### src/rtl/nce_pkg.sv
`default_nettype none
// ----------------------------------------------------------------------------
// nce_pkg
// Shared types and opcode constants of the nibble CPU execute step.
// ----------------------------------------------------------------------------
package nce_pkg;

    // command codes
    localparam logic CMD_EXEC  = 1'b0;
    localparam logic CMD_WRITE = 1'b1;

    // opcode fields
    localparam logic [7:0] OP_LDW_IND = 8'h42;  // LDW ACC,RAM[RC:RB:RA]
    localparam int unsigned MODE_BIT  = 14;     // bit 6 of the opcode byte

    // low nibble of the opcode: operation
    localparam logic [3:0] LO_LDI  = 4'h0;
    localparam logic [3:0] LO_NAND = 4'h1;
    localparam logic [3:0] LO_LDW  = 4'h2;
    localparam logic [3:0] LO_LDA  = 4'h3;
    localparam logic [3:0] LO_OUTA = 4'h4;
    localparam logic [3:0] LO_OUTB = 4'h5;
    localparam logic [3:0] LO_OUTC = 4'h6;
    localparam logic [3:0] LO_LDR  = 4'h7;
    localparam logic [3:0] LO_CMP  = 4'h8;
    localparam logic [3:0] LO_OUTD = 4'h9;

    // high nibble of the opcode: operand select
    localparam logic [3:0] HI_IMM = 4'h0;
    localparam logic [3:0] HI_RA  = 4'h1;
    localparam logic [3:0] HI_RB  = 4'h2;
    localparam logic [3:0] HI_RAM = 4'h3;

    typedef struct packed {
        logic        command;
        logic [15:0] instr_word;
        logic [11:0] ram_address;
        logic [3:0]  ram_data;
    } t_in_word;

    typedef struct packed {
        logic [11:0] pc;
        logic [3:0]  acc;
        logic [3:0]  reg_a;
        logic [3:0]  reg_b;
        logic [3:0]  reg_c;
        logic        flag_zero;
        logic        flag_carry;
        logic [3:0]  port_a;
        logic [3:0]  port_b;
        logic [3:0]  port_c;
        logic [3:0]  port_d;
        logic        bad_opcode;
    } t_out_word;

    typedef struct packed {
        logic [11:0] pc;
        logic [3:0]  acc;
        logic [3:0]  ra;
        logic [3:0]  rb;
        logic [3:0]  rc;
        logic        z;
        logic        c;
        logic [3:0]  port_a;
        logic [3:0]  port_b;
        logic [3:0]  port_c;
        logic [3:0]  port_d;
    } t_cpu_state;

endpackage
`default_nettype wire

### src/rtl/nce_exec.sv
`default_nettype none
// ----------------------------------------------------------------------------
// nce_exec
// Instruction decode and nibble ALU: next machine state for one word.
// ----------------------------------------------------------------------------
module nce_exec (
    input  wire nce_pkg::t_in_word   i_word,
    input  wire nce_pkg::t_cpu_state i_cur,
    input  wire logic [3:0]          i_mem,
    output nce_pkg::t_cpu_state      o_nxt,
    output logic                     o_bad
);
    import nce_pkg::*;

    logic [7:0] op;
    logic [3:0] hi;
    logic [3:0] lo;
    logic [3:0] n;
    logic [3:0] src;
    logic [3:0] reg_sel;
    logic [3:0] out_v;
    logic [3:0] nand_v;

    assign op = i_word.instr_word[15:8];
    assign hi = op[7:4];
    assign lo = op[3:0];
    assign n  = i_word.instr_word[3:0];

    always_comb begin
        case (hi)
            HI_IMM:  src = n;
            HI_RA:   src = i_cur.ra;
            HI_RB:   src = i_cur.rb;
            default: src = i_mem;
        endcase
        case (hi)
            HI_RA:   reg_sel = i_cur.ra;
            HI_RB:   reg_sel = i_cur.rb;
            default: reg_sel = i_cur.rc;
        endcase
        // OUTx sources differ: n, ACC, RA, RAM
        case (hi)
            HI_IMM:  out_v = n;
            HI_RA:   out_v = i_cur.acc;
            HI_RB:   out_v = i_cur.ra;
            default: out_v = i_mem;
        endcase
    end

    assign nand_v = ~(i_cur.acc & src);

    always_comb begin
        o_nxt = i_cur;
        o_bad = 1'b0;
        if (i_word.command == CMD_EXEC) begin
            o_nxt.pc = i_cur.pc + 12'd1;
            if (op == OP_LDW_IND) begin
                o_nxt.acc = i_mem;
                o_nxt.z   = (i_mem == 4'h0);
            end else if (hi[3] || hi[2]) begin
                o_bad = 1'b1;
            end else begin
                case (lo)
                    LO_LDI: begin
                        case (hi)
                            HI_IMM: begin
                                o_nxt.acc = n;
                                o_nxt.z   = (n == 4'h0);
                            end
                            HI_RA:   o_nxt.ra = n;
                            HI_RB:   o_nxt.rb = n;
                            default: o_nxt.rc = n;
                        endcase
                    end
                    LO_NAND: begin
                        o_nxt.acc = nand_v;
                        o_nxt.z   = (nand_v == 4'h0);
                    end
                    LO_LDW: begin
                        if (hi != HI_IMM) begin
                            o_bad = 1'b1;
                        end else begin
                            o_nxt.acc = i_mem;
                            o_nxt.z   = (i_mem == 4'h0);
                        end
                    end
                    LO_LDA: begin
                        if (hi == HI_IMM) begin
                            o_bad = 1'b1;
                        end else begin
                            o_nxt.acc = reg_sel;
                            o_nxt.z   = (reg_sel == 4'h0);
                        end
                    end
                    LO_LDR: begin
                        case (hi)
                            HI_IMM:  o_bad    = 1'b1;
                            HI_RA:   o_nxt.ra = i_cur.acc;
                            HI_RB:   o_nxt.rb = i_cur.acc;
                            default: o_nxt.rc = i_cur.acc;
                        endcase
                    end
                    LO_CMP: begin
                        o_nxt.z = (i_cur.acc == src);
                        o_nxt.c = (i_cur.acc >= src);
                    end
                    LO_OUTA: o_nxt.port_a = out_v;
                    LO_OUTB: o_nxt.port_b = out_v;
                    LO_OUTC: o_nxt.port_c = out_v;
                    LO_OUTD: o_nxt.port_d = out_v;
                    default: o_bad = 1'b1;
                endcase
            end
        end
    end

endmodule
`default_nettype wire
### config.mk
export PLATFORM = sky130hd
export DESIGN_NAME = nce_exec
export DESIGN_NICKNAME = d
export VERILOG_FILES = /design/src/rtl/nce_pkg.sv /design/src/rtl/nce_exec.sv
export SDC_FILE = /design/constraint.sdc
export NUM_CORES = 1
export LEC_CHECK = 0
export BUFFER_PORTS_ARGS = -buffer_cell sky130_fd_sc_hd__buf_4
export CAP_MARGIN = 20
export CORE_ASPECT_RATIO = 0.5
export CORE_MARGIN = 8
export CORE_UTILIZATION = 43
export DETAILED_ROUTE_END_ITERATION = 10
export PLACE_DENSITY_LB_ADDON = 0.12
export SYNTH_ARGS = -nofsm -noshare
export SYNTH_HDL_FRONTEND = slang
export SYNTH_SLANG_ARGS = --single-unit
### constraint.sdc
create_clock -name vclk -period 3.2
set_input_delay 0.32 -clock vclk [all_inputs]
set_output_delay 0.32 -clock vclk [all_outputs]
set_load 0.05 [all_outputs]
==> summary.md, run 1 <==
The flow ran to the end, and the final reports show no timing, DRC or antenna violations. The proportion of synthesized chip area in sequential cells is 0, and the number of warning messages in the yosys log is 0. The flip-flop and latch count is 0, and the via count is 2544. The die is 61.6 um tall. Setup repair after global routing left no endpoint under its margin. Buffers placed on the I/O ports in this run total 110. The detailed placer's ending HPWL is 6520 um, and the initial antenna violation count is 0. The end-of-flow core utilization is 0.681, and the total negative slack is 0 ns. The run gives 328 MHz as the fmax. The worst setup path is captured at an output port. The synthesized netlist occupies a cell area of 1790 sq um. Across the run, the number of max-cap violations was 0. For this design, the CTS-stage hold fixing added 0 buffers. The first global-routing pass estimated 11700 um of wire.

The via-per-instance ratio is 6.03. mux2_2 takes more of the synthesized area than any other cell. Before antenna repair, the detailed router went through 5 iterations. After layout, the clock buffer instance count stands at 0. The placeable core area came out at 3940 sq um. Area taken by flip-flops and latches: 0 sq um. The run gives 2.88 ns as the data required time at the worst endpoint.

The share of the clock period used by the worst path was 0.953; the number of top-level pins was 130. Sorting the synthesized cells by area gives the leading types as mux2_2, o21ai_0, nand2_1. Critical path start-end classification: input port to output port.

The tools report the worst relative slew slack as 0.475. The max-slew violation total from the final report was 0. Data arrives at the worst endpoint at 2.73 ns. The die covers 6610 sq um. The total setup buffers inserted after CTS is 0, and the post-layout minimum cycle time is 3.05 ns. The logs give 370 for the number of fillers in the final layout and 0 for the count of final setup violators.

The total overflow left after global routing is 0. The kind of start point of the critical path is an input port. The overall die width was 107 um. In this run the worst path has a maximum fanout of 7.

The share of post-route cells with drive strength above 1 is 0.410, and the multi-input logic area is 1690 sq um. Power spread over the standard cell area amounts to 169 nW/um^2. The tools report the number of hold-slack violations in the final timing report as 0. The iteration-0 DRC count of the detailed router was 270; the number of cells traversed by the worst hold path was 3. The pin count of the biggest net entering global routing was 16; the leakage power total was 1.18 nW. The initial cell density of the core was 0.454; the global placer's final weighted congestion was 0.948. In the final design database the tool counted 462 nets. 0 antenna diodes ended up in the layout. The global-route usage over all layers is 0.215. The tools report the via count of the first global-routing pass as 2358. The site row count is 16. Across the VDD grid, the largest voltage drop is 0.121 mV. The logs give 7890 um for the total wirelength of the detailed-routed design and 53 for the number of distinct library cells after synthesis. Averaged over all synthesized cells, the footprint is 6.76 sq um.

Compared with the post-synthesis result, the final layout area differs by 50.0%. The kind of path behind the tightest hold check is input port to output port. The share of the synthesized area in the top cell type came out at 0.126.

The remaining design rule violation count is 0. The slew of the pin with the lowest slew margin works out to 0.781 ns. Synthesis produced a netlist whose cell count is 265. The number of nets in the synthesized netlist is 357, and the number of antenna-violating nets in the routed design is 0. The routed wirelength normalized by instance count came out at 18.7 um.
[cell type report]
type,instances,area share
Tap cell,54,0.0252
Timing Repair Buffer,119,0.334
Multi-Input combinational cell,241,0.630
Inverter,8,0.0112
[kinds of logic after synthesis]
family                     Yosys count  share of synthesized area
adders and majority gates            9                     0.0629
xor gates and xnor gates            11                     0.0538
and+or+nand+nor                    116                      0.377
muxes                               23                      0.145
buffers and inverters               24                     0.0657
AOI/OAI and AO/OA                   82                      0.295
[where the power goes]
part           switching (mW)  internal [mW]
sequential                  0              0
combinational           0.285          0.170
clock                       0              0
total                   0.285          0.170
[cell usage in the layout, fill, tap and decap left out, types with 2 or more instances in the layout]
master	n
a221oi_1	3
o21ai_0	28
xnor2_1	8
nand3_1	7
buf_4	118
o31ai_1	4
nand4_1	5
nor3_1	9
ha_1	9
nand3b_1	3
mux2i_1	2
or4_1	2
mux2_2	20
inv_1	8
a22oi_1	11
or3_1	2
nor2_1	18
a211oi_1	2
nand2_1	32
or2_2	2
a21oi_1	9
a311oi_1	2
a221o_1	2
o21bai_1	2
nor4_1	7
nand2b_1	8
and4b_1	2
nor4b_4	2
nor2b_1	7
nand4b_1	2
o22ai_1	9
xor2_1	3
[per-layer routing]
metal  vias up  routed length, um  track usage
li1       1217                  -            -
met4         0                 44       0.0198
met3         6                917       0.0522
met5         -                  0            0
met2       153               3410        0.339
met1      1168               3510        0.297
[cells in the mapped netlist (all sizes together) (2+ instances only)]
library cell / number
mux2: 21
nor2: 18
mux2i: 2
a22oi: 12
inv: 8
nor3: 10
a211oi: 2
or4: 2
clkbuf: 8
nor4b: 3
or3: 2
nand2: 32
xnor2: 8
and4b: 2
a311oi: 2
nor2b: 7
nand4: 5
o21bai: 2
buf: 8
xor2: 3
o21ai: 28
o22ai: 9
a221o: 2
a21oi: 9
or2: 3
nand3b: 3
o31ai: 4
a221oi: 3
nand2b: 8
nand3: 7
ha: 9
nor4: 9
nand4b: 2
[worst paths after layout]
path                  startpoint         to
worst max-delay path  i_word[29]  o_nxt[17]
worst min-delay path   i_cur[45]  o_nxt[45]
[timing repair]
item / CTS / global route
gates resized for setup: 0 / 3
endpoints found under the setup margin: 0 / 1
hold endpoints to repair: 0 / 0
[worst max-delay path: stages]
cell and delay (ns):
buf_4 0.12, nor2b_1 0.12, buf_4 0.15, a22oi_2 0.23, o21ai_0 0.15, a22o_1 0.23, ha_1 0.32, nor4b_2 0.30
nand3b_1 0.11, a211oi_1 0.21, a21oi_1 0.08, a31oi_2 0.20, buf_6 0.18
[per-stage QoR]
step	total power, mW	setup slack, ns	hold slack (ns)	std cells	instance area [sq um]
6_report	0.455	0.149	0.956	422	2690
3_5_place_dp	0.446	0.0452	0.958	422	2670
5_1_grt	0.478	0.0268	0.973	422	2690
3_3_place_gp	0.438	0.121	0.957	422	2670
2_1_floorplan	0.268	0.194	0.912	265	1800
4_1_cts	0.447	0.0448	0.958	422	2670
(Power assumes the default switching activity.)
==> run 2: changes to the inputs <==
Settings changed: CORE_ASPECT_RATIO 0.5 to 0.6, SETUP_SLACK_MARGIN set to 0.3.
==> run 2 against run 1 <==
  * Power rose by 8.7%
  * First-iteration DRC count is 5.6% higher
  * Final cell count up 1.7%
  * Final area grew 7.5%
  * Via count grew 5.6%
  * Die area fell by 0.87%
  * Sequential share of layout area unchanged
  * Combinational power rose by 8.6%
  * Highest routed layer unchanged
==> summary.md, run 2 (synthesis gave the netlist of run 1 again) <==
The flow ran to the end, and the final reports show no timing, DRC or antenna violations. Entering global routing, the biggest net connects 17 pins. The total area inside the core boundary comes to 4050 sq um.

After layout, the clock buffer instance count stands at 0. The library cell used most frequently in the layout, excluding fill and tap cells, is buf_4. For this block, the routed nets add up to 8310 um of wire.

For the sequential share of power, the log shows 0. The logs give 0.313 ns for the worst path setup slack after routing and 0 ns for the total negative slack. The power density normalized to cell area came out at 171 nW/um^2. The initial antenna violation count was 0.

The fmax is 346 MHz, and the via-per-instance ratio is 6.26. The flip-flop and latch count is 0, and the count of hold buffers inserted by post-cts repair is 0. Kind of start point of the critical path: an input port. Cell internal power was estimated by the tool at 0.195 mW. Summing internal, switching and leakage power gives 0.494 mW.

After the last flow step, the layout net total stands at 473. The analysis attributes to net switching a power of 0.299 mW. The number of antenna cells inserted was 0; the routed wirelength normalized by instance count was 19.4 um. Global routing finished with a remaining overflow of 0.

The max-slew violation total from the final report came out at 0. The die is 99.3 um wide. The global-route usage over all layers was 0.237; the number of top-level pins was 130. The share of the clock period used by the worst path is 0.902, and the number of fillers in the final layout is 356.

Setup repair after global routing could not meet its margin everywhere. The destination of the worst hold path was o_nxt[39]. The data required time at the worst endpoint was 2.88 ns; the chip height was 66.0 um. After layout, the minimum clock period comes to 2.89 ns. For this run, design rule violations remaining after detail routing come to 0. The number of cells traversed by the worst hold path is 3, and the number of antenna-violating nets in the routed design is 0.

The worst supply voltage drop on vdd was 0.150 mV; the initial cell density of the core was 0.442. The via count of the first global-routing pass was 2537. At the pin with the least slew margin, the transition time is 0.666 ns. Clock power share: 0. The critical path start-end classification was input port to output port.

Leakage power total: 1.26 nW. The switching share of total power came out at 0.605. The tightest min-delay check is of the input port to output port type. For the worst relative slew slack, the log shows 0.552. The slowest stage of the critical path belongs to the cell a221o_1. The tools report the via count as 2686. The tools report the kind of capture point of the worst setup path as an output port. The logs give 285 for the iteration-0 DRC count of the detailed router and 0 sq um for the area taken by flip-flops and latches.

Setup violations remaining at the end of the flow were counted as 0. Detailed placement finished with a half-perimeter wire length of 6710 um. The logs give 1.01 for the global placer's final weighted congestion and 1.000 for the combinational cell fraction of total power. Number of hold-slack violations in the final timing report: 0.

The signal on the critical path passes through buf_12 -> nor2b_4 -> buf_6 -> a22oi_2 -> nor2_2 -> a221o_1 -> ha_4 -> nor4b_4 -> nand3b_1 -> a211oi_2 -> a21oi_2 -> a31oi_4 -> buf_6. The quantity of I/O buffers inserted on ports works out to 110. The floorplan step defined a die boundary enclosing 6550 sq um.

The share of post-route cells with drive strength above 1 was 0.459; the reported max-cap violation count was 0. The critical path arrival was 2.57 ns; the wire length of the first global-routing pass was 13000 um. Timing analysis after detailed placement gives a worst setup slack of 0.0292 ns.

The pre-antenna-repair detailed-routing pass consisted of 5 iterations. The site row count was 18; the largest incremental delay on the critical path was 0.33 ns. The library cells used most frequently in the layout, excluding fill and tap cells, are buf_4, nand2_1, o21ai_0, mux2_2, nor2_1. The most frequent cell on the critical path was buf_6. Relative to the synthesized area, the layout overhead comes to 61.1%. The tools report the startpoint of the tightest hold check path as i_cur[39]. The worst-path maximum fanout was 8.
-- run 2: cell types whose count changed in the layout (fill, tap and decap cells not counted), sizes merged --
cell / before / now
buf: 119 / 130
-- run 2: power by group through the flow --
stage	registers, mW	clock network (mW)	logic [mW]
final	0	0	0.494
after global routing	0	0	0.522
after CTS	0	0	0.477
after detailed placement	0	0	0.452
after global placement	0	0	0.446
after floorplan	0	0	0.269
-- run 2: layer usage --
metal  track usage  vias up  wire length (um)
met4        0.0150        0                48
met2         0.355      188              3490
met5             0        -                 0
met3        0.0872        6              1230
met1         0.326     1243              3540
li1              -     1249                 -
-- run 2: worst max path at each step --
stage,cells past startpoint,endpoint,from
2_1_floorplan,10,o_nxt[30],i_word[29]
3_5_place_dp,13,o_nxt[17],i_word[28]
3_3_place_gp,13,o_nxt[17],i_word[28]
5_1_grt,13,o_nxt[17],i_word[28]
4_1_cts,13,o_nxt[17],i_word[28]
6_report,13,o_nxt[17],i_word[28]
-- run 2: layout make-up --
type	instances	area, sq um	area share
well taps	50	62.6	0.0217
repair buffers	130	996	0.345
multi-input cells	241	1800	0.623
inverters	8	30.0	0.0104
-- run 2: worst max-delay path: cells and delay by family --
kind,cells,cell delay (ns)
buf+inv,3,0.42
simple gates,4,0.57
fa+ha+maj,1,0.27
compound gates,5,1.00
-- run 2: timing repair --
| action | in CTS | in global routing |
|---|---|---|
| pin swaps | 7 | 8 |
| gates resized for setup | 13 | 10 |
| buffers inserted | 4 | 4 |
| endpoints found under the setup margin | 1 | 2 |
-- run 2: through the flow --
step,cells,instance area (sq um),utilization,hold slack (ns)
floorplan,265,1810,-,0.912
global placement,421,2700,0.665,0.957
detailed placement,421,2700,0.665,0.966
CTS,425,2810,0.694,0.968
global route,429,2890,0.712,0.983
finish,429,2890,0.712,0.966
